## src/hw/rtl/ptt_pkg.sv

```systemverilog
// ----------------------------------------------------------------------------
// Periodic task timer bank package
// Shared field widths, operation and status codes, and the control and
// status structs that link the controller to the datapath.
// ----------------------------------------------------------------------------
package ptt_pkg;

  // Field widths of the input, result and configuration words.
  localparam int FUNC_W   = 3;
  localparam int SLOT_IN_W = 8;
  localparam int DELAY_W  = 32;
  localparam int STEP_W   = 16;
  localparam int STATUS_W = 3;
  localparam int GIVEN_W  = 3;
  localparam int MASK_W   = 8;

  // Tick step after reset, in microseconds.
  localparam logic [STEP_W-1:0] STEP_RESET = 16'd1000;

  // Operation codes carried in the func field.
  typedef enum logic [FUNC_W-1:0] {
    OP_ADD     = 3'd0,
    OP_DELETE  = 3'd1,
    OP_ENABLE  = 3'd2,
    OP_DISABLE = 3'd3,
    OP_TICK    = 3'd4,
    OP_COLLECT = 3'd5
  } op_t;

  // Status codes returned with every result word.
  typedef enum logic [STATUS_W-1:0] {
    ST_OK     = 3'd0,
    ST_FULL   = 3'd1,
    ST_SAME   = 3'd2,
    ST_NOTASK = 3'd3,
    ST_BADIDX = 3'd4
  } status_t;

  // Commands from the controller to the datapath.
  typedef struct packed {
    logic capture;  // latch the accepted input word
    logic exec;     // apply a single-step operation to the slot flags
    logic walk;     // advance the tick walk by one slot
    logic finish;   // load the result register
  } ptt_cmd_t;

  // Status from the datapath back to the controller.
  typedef struct packed {
    logic out_free;   // result register can take a new word this cycle
    logic walk_last;  // this walk step writes back the last slot
  } ptt_stat_t;

endpackage

```

## src/hw/rtl/ptt_ram.sv

```systemverilog
// ----------------------------------------------------------------------------
// Generic simple dual-port RAM
// One write port and one read port with registered read data.
// ----------------------------------------------------------------------------
module ptt_ram #(
  parameter int WIDTH = 32,
  parameter int DEPTH = 8
) (
  input  logic                                       clk,
  input  logic                                       wr_en,
  input  logic [((DEPTH > 1) ? $clog2(DEPTH) : 1)-1:0] wr_addr,
  input  logic [WIDTH-1:0]                           wr_data,
  input  logic [((DEPTH > 1) ? $clog2(DEPTH) : 1)-1:0] rd_addr,
  output logic [WIDTH-1:0]                           rd_data
);

  logic [WIDTH-1:0] mem_r [DEPTH];

  // Write port and registered read port.
  always_ff @(posedge clk) begin
    if (wr_en) begin
      mem_r[wr_addr] <= wr_data;
    end
    rd_data <= mem_r[rd_addr];
  end

endmodule

```

## src/hw/rtl/ptt_ctrl.sv

```systemverilog
// ----------------------------------------------------------------------------
// Periodic task timer bank controller
// Sequences one operation at a time: single-step operations, the tick walk
// over all slots, and the hand-off of each result word to the output register.
// ----------------------------------------------------------------------------
module ptt_ctrl (
  input  logic                           clk,
  input  logic                           rst_n,
  input  logic                           in_valid,
  input  logic [ptt_pkg::FUNC_W-1:0]     in_func,
  output logic                           in_stall,
  input  ptt_pkg::ptt_stat_t             stat_i,
  output ptt_pkg::ptt_cmd_t              cmd_o
);

  typedef enum logic [1:0] {
    S_IDLE,
    S_EXEC,
    S_WALK,
    S_TFIN
  } state_t;

  state_t state_r, state_nxt;
  logic   in_stall_r, in_stall_nxt;

  // Next state and command decode.
  always_comb begin
    state_nxt = state_r;
    cmd_o     = '0;
    case (state_r)
      S_IDLE: begin
        if (in_valid && !in_stall_r) begin
          cmd_o.capture = 1'b1;
          if (in_func == ptt_pkg::OP_TICK) begin
            state_nxt = S_WALK;
          end else begin
            state_nxt = S_EXEC;
          end
        end
      end
      S_EXEC: begin
        // The operation is applied only once the result can be stored.
        if (stat_i.out_free) begin
          cmd_o.exec   = 1'b1;
          cmd_o.finish = 1'b1;
          state_nxt    = S_IDLE;
        end
      end
      S_WALK: begin
        cmd_o.walk = 1'b1;
        if (stat_i.walk_last) begin
          if (stat_i.out_free) begin
            cmd_o.finish = 1'b1;
            state_nxt    = S_IDLE;
          end else begin
            state_nxt = S_TFIN;
          end
        end
      end
      S_TFIN: begin
        if (stat_i.out_free) begin
          cmd_o.finish = 1'b1;
          state_nxt    = S_IDLE;
        end
      end
      default: begin
        state_nxt = S_IDLE;
      end
    endcase
    in_stall_nxt = (state_nxt != S_IDLE);
  end

  // State and registered stall.
  always_ff @(posedge clk) begin
    if (!rst_n) begin
      state_r    <= S_IDLE;
      in_stall_r <= 1'b0;
    end else begin
      state_r    <= state_nxt;
      in_stall_r <= in_stall_nxt;
    end
  end

  assign in_stall = in_stall_r;

endmodule

```

## src/hw/rtl/ptt_dp.sv

```systemverilog
// ----------------------------------------------------------------------------
// Periodic task timer bank datapath
// Holds the slot flags, the countdown and reload memories, the tick step
// register, the walk counter with its shared subtractor, and the result word.
// ----------------------------------------------------------------------------
module ptt_dp #(
  parameter int NUM_SLOTS = 8
) (
  input  logic                              clk,
  input  logic                              rst_n,
  input  ptt_pkg::ptt_cmd_t                 cmd_i,
  output ptt_pkg::ptt_stat_t                stat_o,
  input  logic [ptt_pkg::FUNC_W-1:0]        in_func,
  input  logic [ptt_pkg::SLOT_IN_W-1:0]     in_slot,
  input  logic [ptt_pkg::DELAY_W-1:0]       in_delay_us,
  input  logic                              cfg_wr_en,
  input  logic [ptt_pkg::STEP_W-1:0]        cfg_wr_data,
  input  logic                              out_stall,
  output logic                              out_valid,
  output logic [ptt_pkg::STATUS_W-1:0]      out_status,
  output logic [ptt_pkg::GIVEN_W-1:0]       out_given_slot,
  output logic [ptt_pkg::MASK_W-1:0]        out_pending_mask
);

  localparam int SLOT_W = (NUM_SLOTS > 1) ? $clog2(NUM_SLOTS) : 1;
  localparam int CNT_W  = $clog2(NUM_SLOTS + 1);
  localparam logic [ptt_pkg::SLOT_IN_W-1:0] NUM_SLOTS_IN = ptt_pkg::SLOT_IN_W'(NUM_SLOTS);
  localparam logic [CNT_W-1:0] NUM_SLOTS_CNT = CNT_W'(NUM_SLOTS);

  // Captured input word.
  logic [ptt_pkg::FUNC_W-1:0]    op_r;
  logic [ptt_pkg::SLOT_IN_W-1:0] slot_r;
  logic [ptt_pkg::DELAY_W-1:0]   delay_r;

  // Slot flags and occupancy count.
  logic [NUM_SLOTS-1:0] used_r, used_nxt;
  logic [NUM_SLOTS-1:0] act_r, act_nxt;
  logic [NUM_SLOTS-1:0] pend_r, pend_nxt;
  logic [CNT_W-1:0]     used_cnt_r, used_cnt_nxt;

  // Tick step register.
  logic [ptt_pkg::STEP_W-1:0] step_r;

  // Walk counter and write-back stage.
  logic [CNT_W-1:0]  walk_cnt_r, walk_cnt_nxt;
  logic              wr_vld_r, wr_vld_nxt;
  logic [SLOT_W-1:0] wr_idx_r;
  logic [SLOT_W-1:0] rd_addr;

  // Memory ports.
  logic [ptt_pkg::DELAY_W-1:0] cd_rd, rl_rd, cd_new, cd_wdata;
  logic [SLOT_W-1:0]           cd_waddr;
  logic                        cd_we, rl_we;
  logic [ptt_pkg::DELAY_W-1:0] step_ext;

  // Decode helpers.
  logic              found;
  logic [SLOT_W-1:0] free_idx;
  logic              slot_ok;
  logic [SLOT_W-1:0] sidx;
  logic              is_en;
  logic              walk_hit;

  // Result word and output register.
  logic [ptt_pkg::STATUS_W-1:0] res_status;
  logic [ptt_pkg::GIVEN_W-1:0]  res_given;
  logic [ptt_pkg::MASK_W-1:0]   pend_mask;
  logic                         out_valid_r, out_valid_nxt;
  logic                         out_free;

  // Lowest free slot.
  always_comb begin
    int i;
    found    = 1'b0;
    free_idx = '0;
    for (i = NUM_SLOTS - 1; i >= 0; i--) begin
      if (!used_r[i]) begin
        found    = 1'b1;
        free_idx = SLOT_W'(i);
      end
    end
  end

  assign slot_ok = (slot_r < NUM_SLOTS_IN);
  assign sidx    = slot_r[SLOT_W-1:0];
  assign is_en   = (op_r == ptt_pkg::OP_ENABLE);

  // Pending flags as seen in the eight-bit mask.
  for (genvar b = 0; b < ptt_pkg::MASK_W; b++) begin : g_mask
    if (b < NUM_SLOTS) begin : g_on
      assign pend_mask[b] = pend_r[b];
    end else begin : g_off
      assign pend_mask[b] = 1'b0;
    end
  end

  // Result word for the captured operation, taken from the state before it.
  always_comb begin
    res_status = ptt_pkg::ST_OK;
    res_given  = '0;
    case (op_r)
      ptt_pkg::OP_ADD: begin
        if (found) begin
          res_given = ptt_pkg::GIVEN_W'(free_idx);
        end else begin
          res_status = ptt_pkg::ST_FULL;
        end
      end
      ptt_pkg::OP_DELETE: begin
        if (!slot_ok) begin
          res_status = ptt_pkg::ST_BADIDX;
        end
      end
      ptt_pkg::OP_ENABLE, ptt_pkg::OP_DISABLE: begin
        if (!slot_ok) begin
          res_status = ptt_pkg::ST_BADIDX;
        end else if (!used_r[sidx]) begin
          res_status = ptt_pkg::ST_NOTASK;
        end else if (act_r[sidx] == is_en) begin
          res_status = ptt_pkg::ST_SAME;
        end
      end
      default: begin
        res_status = ptt_pkg::ST_OK;
      end
    endcase
  end

  // Walk: read slot n while slot n-1 is written back.
  assign rd_addr      = walk_cnt_r[SLOT_W-1:0];
  assign walk_cnt_nxt = cmd_i.capture ? '0 :
                        cmd_i.walk    ? walk_cnt_r + 1'b1 : walk_cnt_r;
  assign wr_vld_nxt   = cmd_i.walk && (walk_cnt_r < NUM_SLOTS_CNT);
  assign walk_hit     = wr_vld_r && act_r[wr_idx_r] && !pend_r[wr_idx_r];

  // Shared saturating subtractor, or reload when the countdown has expired.
  assign step_ext = {{(ptt_pkg::DELAY_W - ptt_pkg::STEP_W){1'b0}}, step_r};
  always_comb begin
    if (cd_rd == '0) begin
      cd_new = rl_rd;
    end else if (cd_rd > step_ext) begin
      cd_new = cd_rd - step_ext;
    end else begin
      cd_new = '0;
    end
  end

  // Memory write selection: add loads both memories, the walk writes back.
  always_comb begin
    rl_we    = cmd_i.exec && (op_r == ptt_pkg::OP_ADD) && found;
    cd_we    = rl_we || walk_hit;
    cd_waddr = rl_we ? free_idx : wr_idx_r;
    cd_wdata = rl_we ? delay_r : cd_new;
  end

  // Flag and count updates.
  always_comb begin
    used_nxt     = used_r;
    act_nxt      = act_r;
    pend_nxt     = pend_r;
    used_cnt_nxt = used_cnt_r;
    if (cmd_i.exec) begin
      case (op_r)
        ptt_pkg::OP_ADD: begin
          if (found) begin
            used_nxt[free_idx] = 1'b1;
            act_nxt[free_idx]  = 1'b1;
            pend_nxt[free_idx] = 1'b0;
            used_cnt_nxt       = used_cnt_r + 1'b1;
          end
        end
        ptt_pkg::OP_DELETE: begin
          if (slot_ok) begin
            if (used_r[sidx] && (used_cnt_r != '0)) begin
              used_cnt_nxt = used_cnt_r - 1'b1;
            end
            used_nxt[sidx] = 1'b0;
            act_nxt[sidx]  = 1'b0;
            pend_nxt[sidx] = 1'b0;
          end
        end
        ptt_pkg::OP_ENABLE, ptt_pkg::OP_DISABLE: begin
          if (slot_ok && used_r[sidx]) begin
            act_nxt[sidx] = is_en;
          end
        end
        ptt_pkg::OP_COLLECT: begin
          pend_nxt = '0;
        end
        default: begin
          used_nxt = used_r;
        end
      endcase
    end
    if (walk_hit && (cd_rd == '0)) begin
      pend_nxt[wr_idx_r] = 1'b1;
    end
  end

  // Output register: loaded on finish, cleared when taken.
  assign out_free = !out_valid_r || !out_stall;
  always_comb begin
    if (cmd_i.finish) begin
      out_valid_nxt = 1'b1;
    end else if (!out_stall) begin
      out_valid_nxt = 1'b0;
    end else begin
      out_valid_nxt = out_valid_r;
    end
  end

  // Control state.
  always_ff @(posedge clk) begin
    if (!rst_n) begin
      used_r      <= '0;
      act_r       <= '0;
      pend_r      <= '0;
      used_cnt_r  <= '0;
      step_r      <= ptt_pkg::STEP_RESET;
      walk_cnt_r  <= '0;
      wr_vld_r    <= 1'b0;
      out_valid_r <= 1'b0;
    end else begin
      used_r      <= used_nxt;
      act_r       <= act_nxt;
      pend_r      <= pend_nxt;
      used_cnt_r  <= used_cnt_nxt;
      walk_cnt_r  <= walk_cnt_nxt;
      wr_vld_r    <= wr_vld_nxt;
      out_valid_r <= out_valid_nxt;
      if (cfg_wr_en) begin
        step_r <= cfg_wr_data;
      end
    end
  end

  // Payload registers.
  always_ff @(posedge clk) begin
    if (cmd_i.capture) begin
      op_r    <= in_func;
      slot_r  <= in_slot;
      delay_r <= in_delay_us;
    end
    wr_idx_r <= rd_addr;
    if (cmd_i.finish) begin
      out_status       <= res_status;
      out_given_slot   <= res_given;
      out_pending_mask <= (op_r == ptt_pkg::OP_COLLECT) ? pend_mask : '0;
    end
  end

  // Countdown and reload memories.
  ptt_ram #(
    .WIDTH (ptt_pkg::DELAY_W),
    .DEPTH (NUM_SLOTS)
  ) u_cd_ram (
    .clk     (clk),
    .wr_en   (cd_we),
    .wr_addr (cd_waddr),
    .wr_data (cd_wdata),
    .rd_addr (rd_addr),
    .rd_data (cd_rd)
  );

  ptt_ram #(
    .WIDTH (ptt_pkg::DELAY_W),
    .DEPTH (NUM_SLOTS)
  ) u_rl_ram (
    .clk     (clk),
    .wr_en   (rl_we),
    .wr_addr (free_idx),
    .wr_data (delay_r),
    .rd_addr (rd_addr),
    .rd_data (rl_rd)
  );

  assign out_valid        = out_valid_r;
  assign stat_o.out_free  = out_free;
  assign stat_o.walk_last = (walk_cnt_r == NUM_SLOTS_CNT);

`ifndef NO_ASSERTIONS
  // The occupancy count always matches the number of used slots.
  a_count: assert property (@(posedge clk) disable iff (!rst_n)
    used_cnt_r == CNT_W'($countones(used_r)))
    else $error("used count out of step with used flags");

  // Only used slots can be active or pending.
  a_act_used: assert property (@(posedge clk) disable iff (!rst_n)
    ((act_r | pend_r) & ~used_r) == '0)
    else $error("active or pending flag on an unused slot");

  // A result is never loaded over one that is still waiting.
  a_no_overwrite: assert property (@(posedge clk) disable iff (!rst_n)
    cmd_i.finish |-> out_free)
    else $error("result register overwritten");

  // A write-back follows a walk step.
  a_wb_after_walk: assert property (@(posedge clk) disable iff (!rst_n)
    wr_vld_r |-> $past(cmd_i.walk))
    else $error("write-back without a walk step");

  // Add and the walk never share the countdown write port.
  a_port_excl: assert property (@(posedge clk) disable iff (!rst_n)
    !(rl_we && wr_vld_r))
    else $error("countdown write port conflict");
`endif

endmodule

```

## src/hw/rtl/periodic_task_timer_bank_core.sv

```systemverilog
// ----------------------------------------------------------------------------
// Periodic task timer bank
// A bank of periodic timer slots with add, delete, enable, disable, tick and
// collect operations; each input word yields one result word.
//
//   Channel  Ports                                         Direction
//   -------  --------------------------------------------  ---------
//   input    in_valid, in_stall, in_func, in_slot,         in
//            in_delay_us
//   result   out_valid, out_stall, out_status,             out
//            out_given_slot, out_pending_mask
//   config   cfg_wr_en, cfg_wr_data (tick step in us)      in
//
// Add, delete, enable, disable and collect are captured, then applied as the
// result is loaded. A tick walks the slots with one subtractor through the
// countdown memory, reading one slot while the previous one is written back.
// One word is worked at a time; the next is accepted as soon as the result
// is in the output register, even if that word is still waiting. A stall on
// the result side holds the finished word and delays the next one at its
// final step. Reset is synchronous and clears all slots.
// ----------------------------------------------------------------------------
module periodic_task_timer_bank_core #(
  parameter int NUM_SLOTS = 8
) (
  input  logic                              clk,
  input  logic                              rst_n,
  input  logic                              in_valid,
  output logic                              in_stall,
  input  logic [ptt_pkg::FUNC_W-1:0]        in_func,
  input  logic [ptt_pkg::SLOT_IN_W-1:0]     in_slot,
  input  logic [ptt_pkg::DELAY_W-1:0]       in_delay_us,
  output logic                              out_valid,
  input  logic                              out_stall,
  output logic [ptt_pkg::STATUS_W-1:0]      out_status,
  output logic [ptt_pkg::GIVEN_W-1:0]       out_given_slot,
  output logic [ptt_pkg::MASK_W-1:0]        out_pending_mask,
  input  logic                              cfg_wr_en,
  input  logic [ptt_pkg::STEP_W-1:0]        cfg_wr_data
);

  ptt_pkg::ptt_cmd_t  cmd;
  ptt_pkg::ptt_stat_t stat;

  // Operation sequencer.
  ptt_ctrl u_ctrl (
    .clk      (clk),
    .rst_n    (rst_n),
    .in_valid (in_valid),
    .in_func  (in_func),
    .in_stall (in_stall),
    .stat_i   (stat),
    .cmd_o    (cmd)
  );

  // Slot state, arithmetic and result register.
  ptt_dp #(
    .NUM_SLOTS (NUM_SLOTS)
  ) u_dp (
    .clk              (clk),
    .rst_n            (rst_n),
    .cmd_i            (cmd),
    .stat_o           (stat),
    .in_func          (in_func),
    .in_slot          (in_slot),
    .in_delay_us      (in_delay_us),
    .cfg_wr_en        (cfg_wr_en),
    .cfg_wr_data      (cfg_wr_data),
    .out_stall        (out_stall),
    .out_valid        (out_valid),
    .out_status       (out_status),
    .out_given_slot   (out_given_slot),
    .out_pending_mask (out_pending_mask)
  );

endmodule
```

## config.mk

```make
export PLATFORM = sky130hd
export DESIGN_NAME = periodic_task_timer_bank_core
export DESIGN_NICKNAME = d
export VERILOG_FILES = /design/src/hw/rtl/ptt_pkg.sv /design/src/hw/rtl/ptt_ram.sv /design/src/hw/rtl/ptt_ctrl.sv /design/src/hw/rtl/ptt_dp.sv /design/src/hw/rtl/periodic_task_timer_bank_core.sv
export SDC_FILE = /design/constraint.sdc
export NUM_CORES = 1
export LEC_CHECK = 0
export BUFFER_PORTS_ARGS = -buffer_cell sky130_fd_sc_hd__buf_2
export CORE_UTILIZATION = 40
export DETAILED_ROUTE_END_ITERATION = 8
export PLACE_DENSITY = 0.55
export SETUP_SLACK_MARGIN = 0.2
export SYNTH_ARGS = -nofsm -noshare
export SYNTH_HDL_FRONTEND = slang
export SYNTH_SLANG_ARGS = --single-unit
```

## constraint.sdc

```tcl
create_clock -name clk -period 6.6 [get_ports clk]
set_input_delay 0.99 -clock clk [delete_from_list [all_inputs] [get_ports clk]]
set_output_delay 0.99 -clock clk [all_outputs]
set_load 0.05 [all_outputs]
```

==> impl_summary.log <==
[metrics] Primary FF master, synth: sky130_fd_sc_hd__edfxtp_1
[metrics] CP cell instances: nor4_2 -> nand4_1 -> or4_4 -> nor2_4 -> a211oi_1 -> mux2_2 -> nor3_1
[metrics] unrepaired setup endpoints after global routing: no
[metrics] worst hold stages: 2
[metrics] peak per-stage delay on the critical path: 0.74 ns
[metrics] Overall Power: a little over 9 mW
[metrics] hold bufs inserted after CTS: 0
[metrics] number of antenna violations at the first check in global routing: 0
[metrics] flop-to-flop setup slack: just under 3 ns
[metrics] Antenna Cells: 0
[metrics] placer congestion estimate: a little under 0.9
[metrics] status: completed
[metrics] total global routing overflow: 0
[metrics] period utilization: a little under three fifths
[metrics] final routed DRC violation total: 0
[metrics] synthesized area divided by synthesized cell count: between 15 and 20 sq um
[metrics] share of total power in the clock network: a little over two fifths
[metrics] Area growth, synth to finish: 14.1%
[metrics] Total Negative Setup Slacks: 0 ns
[metrics] first-pass GRT wire length: 91000 um
[metrics] number of failing setup endpoints in the final timing report: 0
[metrics] fraction of power spent switching nets: a little over a fifth
[metrics] average wire per standard cell: between 20 and 25 um
[metrics] synthesized instance count: between 1500 and 2000
[metrics] TritonCTS clock tree: done
[metrics] Clk Tree Root Cell: sky130_fd_sc_hd__clkbuf_16
[metrics] Site Rows: 94
[metrics] area enclosed by the die boundary: approximately 69000 sq um
[metrics] type of the worst min-delay path: flip-flop to flip-flop
[metrics] setup repair bufs after CTS: 0
[metrics] net count reported at finish: 1742
[metrics] Leakage: 9.80 nW
[metrics] share of flip-flops with an asynchronous set or reset after synthesis: 0%
[metrics] Worst setup SP type: flip-flop
[metrics] number of levels the H-tree was split into: 3
[metrics] crit path max-delay cell type: sky130_fd_sc_hd__nor2_4
[metrics] synthesis warning total: 0
[metrics] Pre-Repair DR Iteration Count: 6
[metrics] maximum achievable frequency: between 0.2 and 0.3 GHz
[metrics] number of sinks on the clock net: 685
[metrics] power share of the combinational group: under 10%
[metrics] total clock buffers created by CTS: 74
[metrics] vias in the first global route: between 10000 and 15000
[metrics] Starting Density: a little over 40%
[metrics] clock latency on the worst-skew pair: 0.62 ns
[metrics] number of enable flip-flop cells after synthesis: ~570
[metrics] worst r2r path cells: 7
[metrics] Detailed Route Iter0 Violations: 1435
[metrics] share of total power in sequential cells: a little over half
[metrics] overall via count from detail_route: about 14000
[metrics] I/O pin count: 80
[metrics] post-synthesis net count: between 1500 and 2000
[metrics] Worst Path Required: a little under 7 ns
[metrics] Max Cap Viol: 0
[metrics] number of hold violations in the final report: 0
[metrics] ratio of cells with drive above 1 in the final layout: roughly a quarter
[metrics] Floorplan Core Area: between 60000 and 70000 sq um
[metrics] chip width: roughly 260 um
[metrics] port buffer count: between 70 and 80
[metrics] Clk pin slew, worst setup/hold paths: about 0.06 ns
[metrics] proportion of synthesized chip area in sequential cells: between 70% and 80%
[metrics] maximum buffer depth of the clock tree: 3
[metrics] power per unit of standard cell area: 298 nW/um^2
[metrics] cell area after technology mapping: between 20000 and 30000 sq um
[metrics] Total GRT Usage: 18.1%
[metrics] number of gates given a new drive strength after cts: 0
[metrics] P_int: 7.22 mW
[metrics] setup clock skew after layout: between 0.02 and 0.03 ns
[metrics] number of inserted filler cells in the final layout: ~5800
[metrics] relative max-transition margin: 26.1%
[metrics] Final Slew Violations: 0
[metrics] total wirelength of the detailed-routed design: between 60000 and 70000 um
[metrics] arrival time at the worst endpoint: roughly 4.0 ns
[metrics] NetSw: around 2.0 mW
[metrics] CP max FO: 34
[metrics] VDD IR-drop max: around 0.19 mV
[metrics] Worst Hold Margin: between 0.4 and 0.5 ns
[metrics] pin count of the biggest net entering global routing: between 90 and 100
[metrics] Die Height: around 260 um
[metrics] number of distinct library cell variants in the gate-level netlist after synthesis: between 70 and 80
[metrics] detail-routed via count per cell: approximately 5.5
[metrics] clock period minus worst slack: 3.72 ns
[metrics] critical path start-end classification: flip-flop to flip-flop
[metrics] final HPWL from detailed placement: 36500 um
[metrics] Worst setup EP type: flip-flop
[metrics] Seq cells post-synth: between 600 and 700
[metrics] Slew @ Worst Pin: 1.11 ns
[metrics] count of antenna-violating nets left after detailed routing: 0
final timing paths:
check                                to                       from
max          u_dp.u_cd_ram.mem_r[2][15]  u_dp.u_cd_ram.rd_data[24]
min                      u_dp.step_r[9]             u_dp.step_r[9]
max reg2reg  u_dp.u_cd_ram.mem_r[2][15]  u_dp.u_cd_ram.rd_data[24]
min reg2reg              u_dp.step_r[9]             u_dp.step_r[9]
stage by stage:
| stage | instances | area (sq um) | worst slack (ns) | utilization (%) |
|---|---|---|---|---|
| after floorplan | 1559 | 27100 | 2.32 | - |
| after global placement | 2447 | 28500 | 2.73 | 43.0 |
| after detailed placement | 2447 | 28500 | 2.69 | 43.0 |
| after CTS | 2584 | 30900 | 2.84 | 46.5 |
| after global routing | 2584 | 30900 | 2.51 | 46.5 |
| final | 2584 | 30900 | 2.88 | 46.5 |
area by class of cell:
| type | instances | area (sq um) | share of cell area [%] |
|---|---|---|---|
| clock inverter | 29 | 260 | 0.843 |
| clock buffer | 108 | 2090 | 6.78 |
| tap | 864 | 1080 | 3.50 |
| inverter | 29 | 109 | 0.353 |
| timing repair buffer | 102 | 581 | 1.88 |
| sequential | 685 | 19400 | 62.9 |
| multi-input combinational | 767 | 7320 | 23.7 |
worst max-delay path: cells and delay by family (launching register included):
family,cells,cell delay [ns]
simple gates,5,2.59
flops,1,0.34
mux,1,0.30
compound gates,1,0.18
cell usage in the layout (no fill, tap or decap), types with 33 or more instances in the layout:
cell,synthesis,final
sky130_fd_sc_hd__o21ai_0,39,39
sky130_fd_sc_hd__dfxtp_1,116,113
sky130_fd_sc_hd__edfxtp_1,569,569
sky130_fd_sc_hd__buf_2,18,79
sky130_fd_sc_hd__mux4_2,131,131
sky130_fd_sc_hd__mux2_2,66,66
sky130_fd_sc_hd__nand2_1,68,68
sky130_fd_sc_hd__clkbuf_16,0,76
sky130_fd_sc_hd__a21oi_1,54,54
sky130_fd_sc_hd__nand3_1,34,33
sky130_fd_sc_hd__nor2_1,96,83
per-layer routing:
metal	GRT usage (%)	share of wire (%)	wire length, um
met1	27.2	48	29300
met2	26.9	45	27600
met3	3.07	5.3	3220
met4	5.22	1.8	1120
met5	0	0	0
power groups by stage:
| stage | Clock, mW | Sequential (mW) | Combinational, mW |
|---|---|---|---|
| floorplan | 0 | 4.91 | 0.218 |
| global placement | 0 | 4.93 | 0.336 |
| detailed placement | 0 | 4.94 | 0.342 |
| CTS | 4.09 | 4.85 | 0.344 |
| global route | 4.25 | 4.85 | 0.375 |
| finish | 3.99 | 4.85 | 0.345 |
sequential cells by signal (all words and copies together), names as in the netlist, 16 cells and up:
| register | flops |
|---|---|
| u_dp.u_cd_ram.mem_r | 256 |
| u_dp.u_rl_ram.mem_r | 256 |
| u_dp.delay_r | 32 |
| u_dp.u_cd_ram.rd_data | 32 |
| u_dp.u_rl_ram.rd_data | 32 |
| u_dp.step_r | 16 |
cell families after synthesis:
| logic type | synth area share (%) |
|---|---|
| multiplexers | 14.2 |
| AO/OA/AOI/OAI | 5.19 |
| adder cells (fa/ha/maj) | 0.906 |
| flip-flops | 71.7 |
| XOR/XNOR | 0.939 |
| buffers and inverters | 1.62 |
| AND/OR/NAND/NOR | 5.36 |
cells in the mapped netlist, types with 6 or more instances:
cell type / number / area share, %
sky130_fd_sc_hd__nand4_1: 9 / 0.21
sky130_fd_sc_hd__xor2_1: 11 / 0.36
sky130_fd_sc_hd__edfxtp_1: 569 / 63
sky130_fd_sc_hd__xnor2_1: 18 / 0.58
sky130_fd_sc_hd__nor4_1: 6 / 0.14
sky130_fd_sc_hd__clkbuf_1: 52 / 0.72
sky130_fd_sc_hd__or2_2: 8 / 0.18
sky130_fd_sc_hd__a221oi_1: 7 / 0.23
sky130_fd_sc_hd__mux2_2: 66 / 2.7
sky130_fd_sc_hd__nor2b_1: 8 / 0.18
sky130_fd_sc_hd__mux4_2: 131 / 11
sky130_fd_sc_hd__buf_1: 6 / 0.083
sky130_fd_sc_hd__a22oi_1: 11 / 0.31
sky130_fd_sc_hd__nand3_1: 34 / 0.63
sky130_fd_sc_hd__ha_1: 18 / 0.83
sky130_fd_sc_hd__nand2b_1: 9 / 0.21
sky130_fd_sc_hd__a21oi_1: 54 / 1.0
sky130_fd_sc_hd__nand2_1: 68 / 0.94
sky130_fd_sc_hd__a31oi_1: 10 / 0.23
sky130_fd_sc_hd__a211oi_1: 13 / 0.36
sky130_fd_sc_hd__a221oi_2: 7 / 0.39
sky130_fd_sc_hd__buf_2: 18 / 0.33
sky130_fd_sc_hd__and2_1: 15 / 0.35
sky130_fd_sc_hd__dfxtp_1: 116 / 8.6
sky130_fd_sc_hd__nor3_1: 17 / 0.31
sky130_fd_sc_hd__o211ai_1: 26 / 0.72
sky130_fd_sc_hd__mux2i_1: 16 / 0.59
sky130_fd_sc_hd__nor2_1: 96 / 1.3
sky130_fd_sc_hd__o21ai_0: 39 / 0.72
sky130_fd_sc_hd__inv_1: 28 / 0.39
No activity file was read; power rests on OpenSTA's default activity.
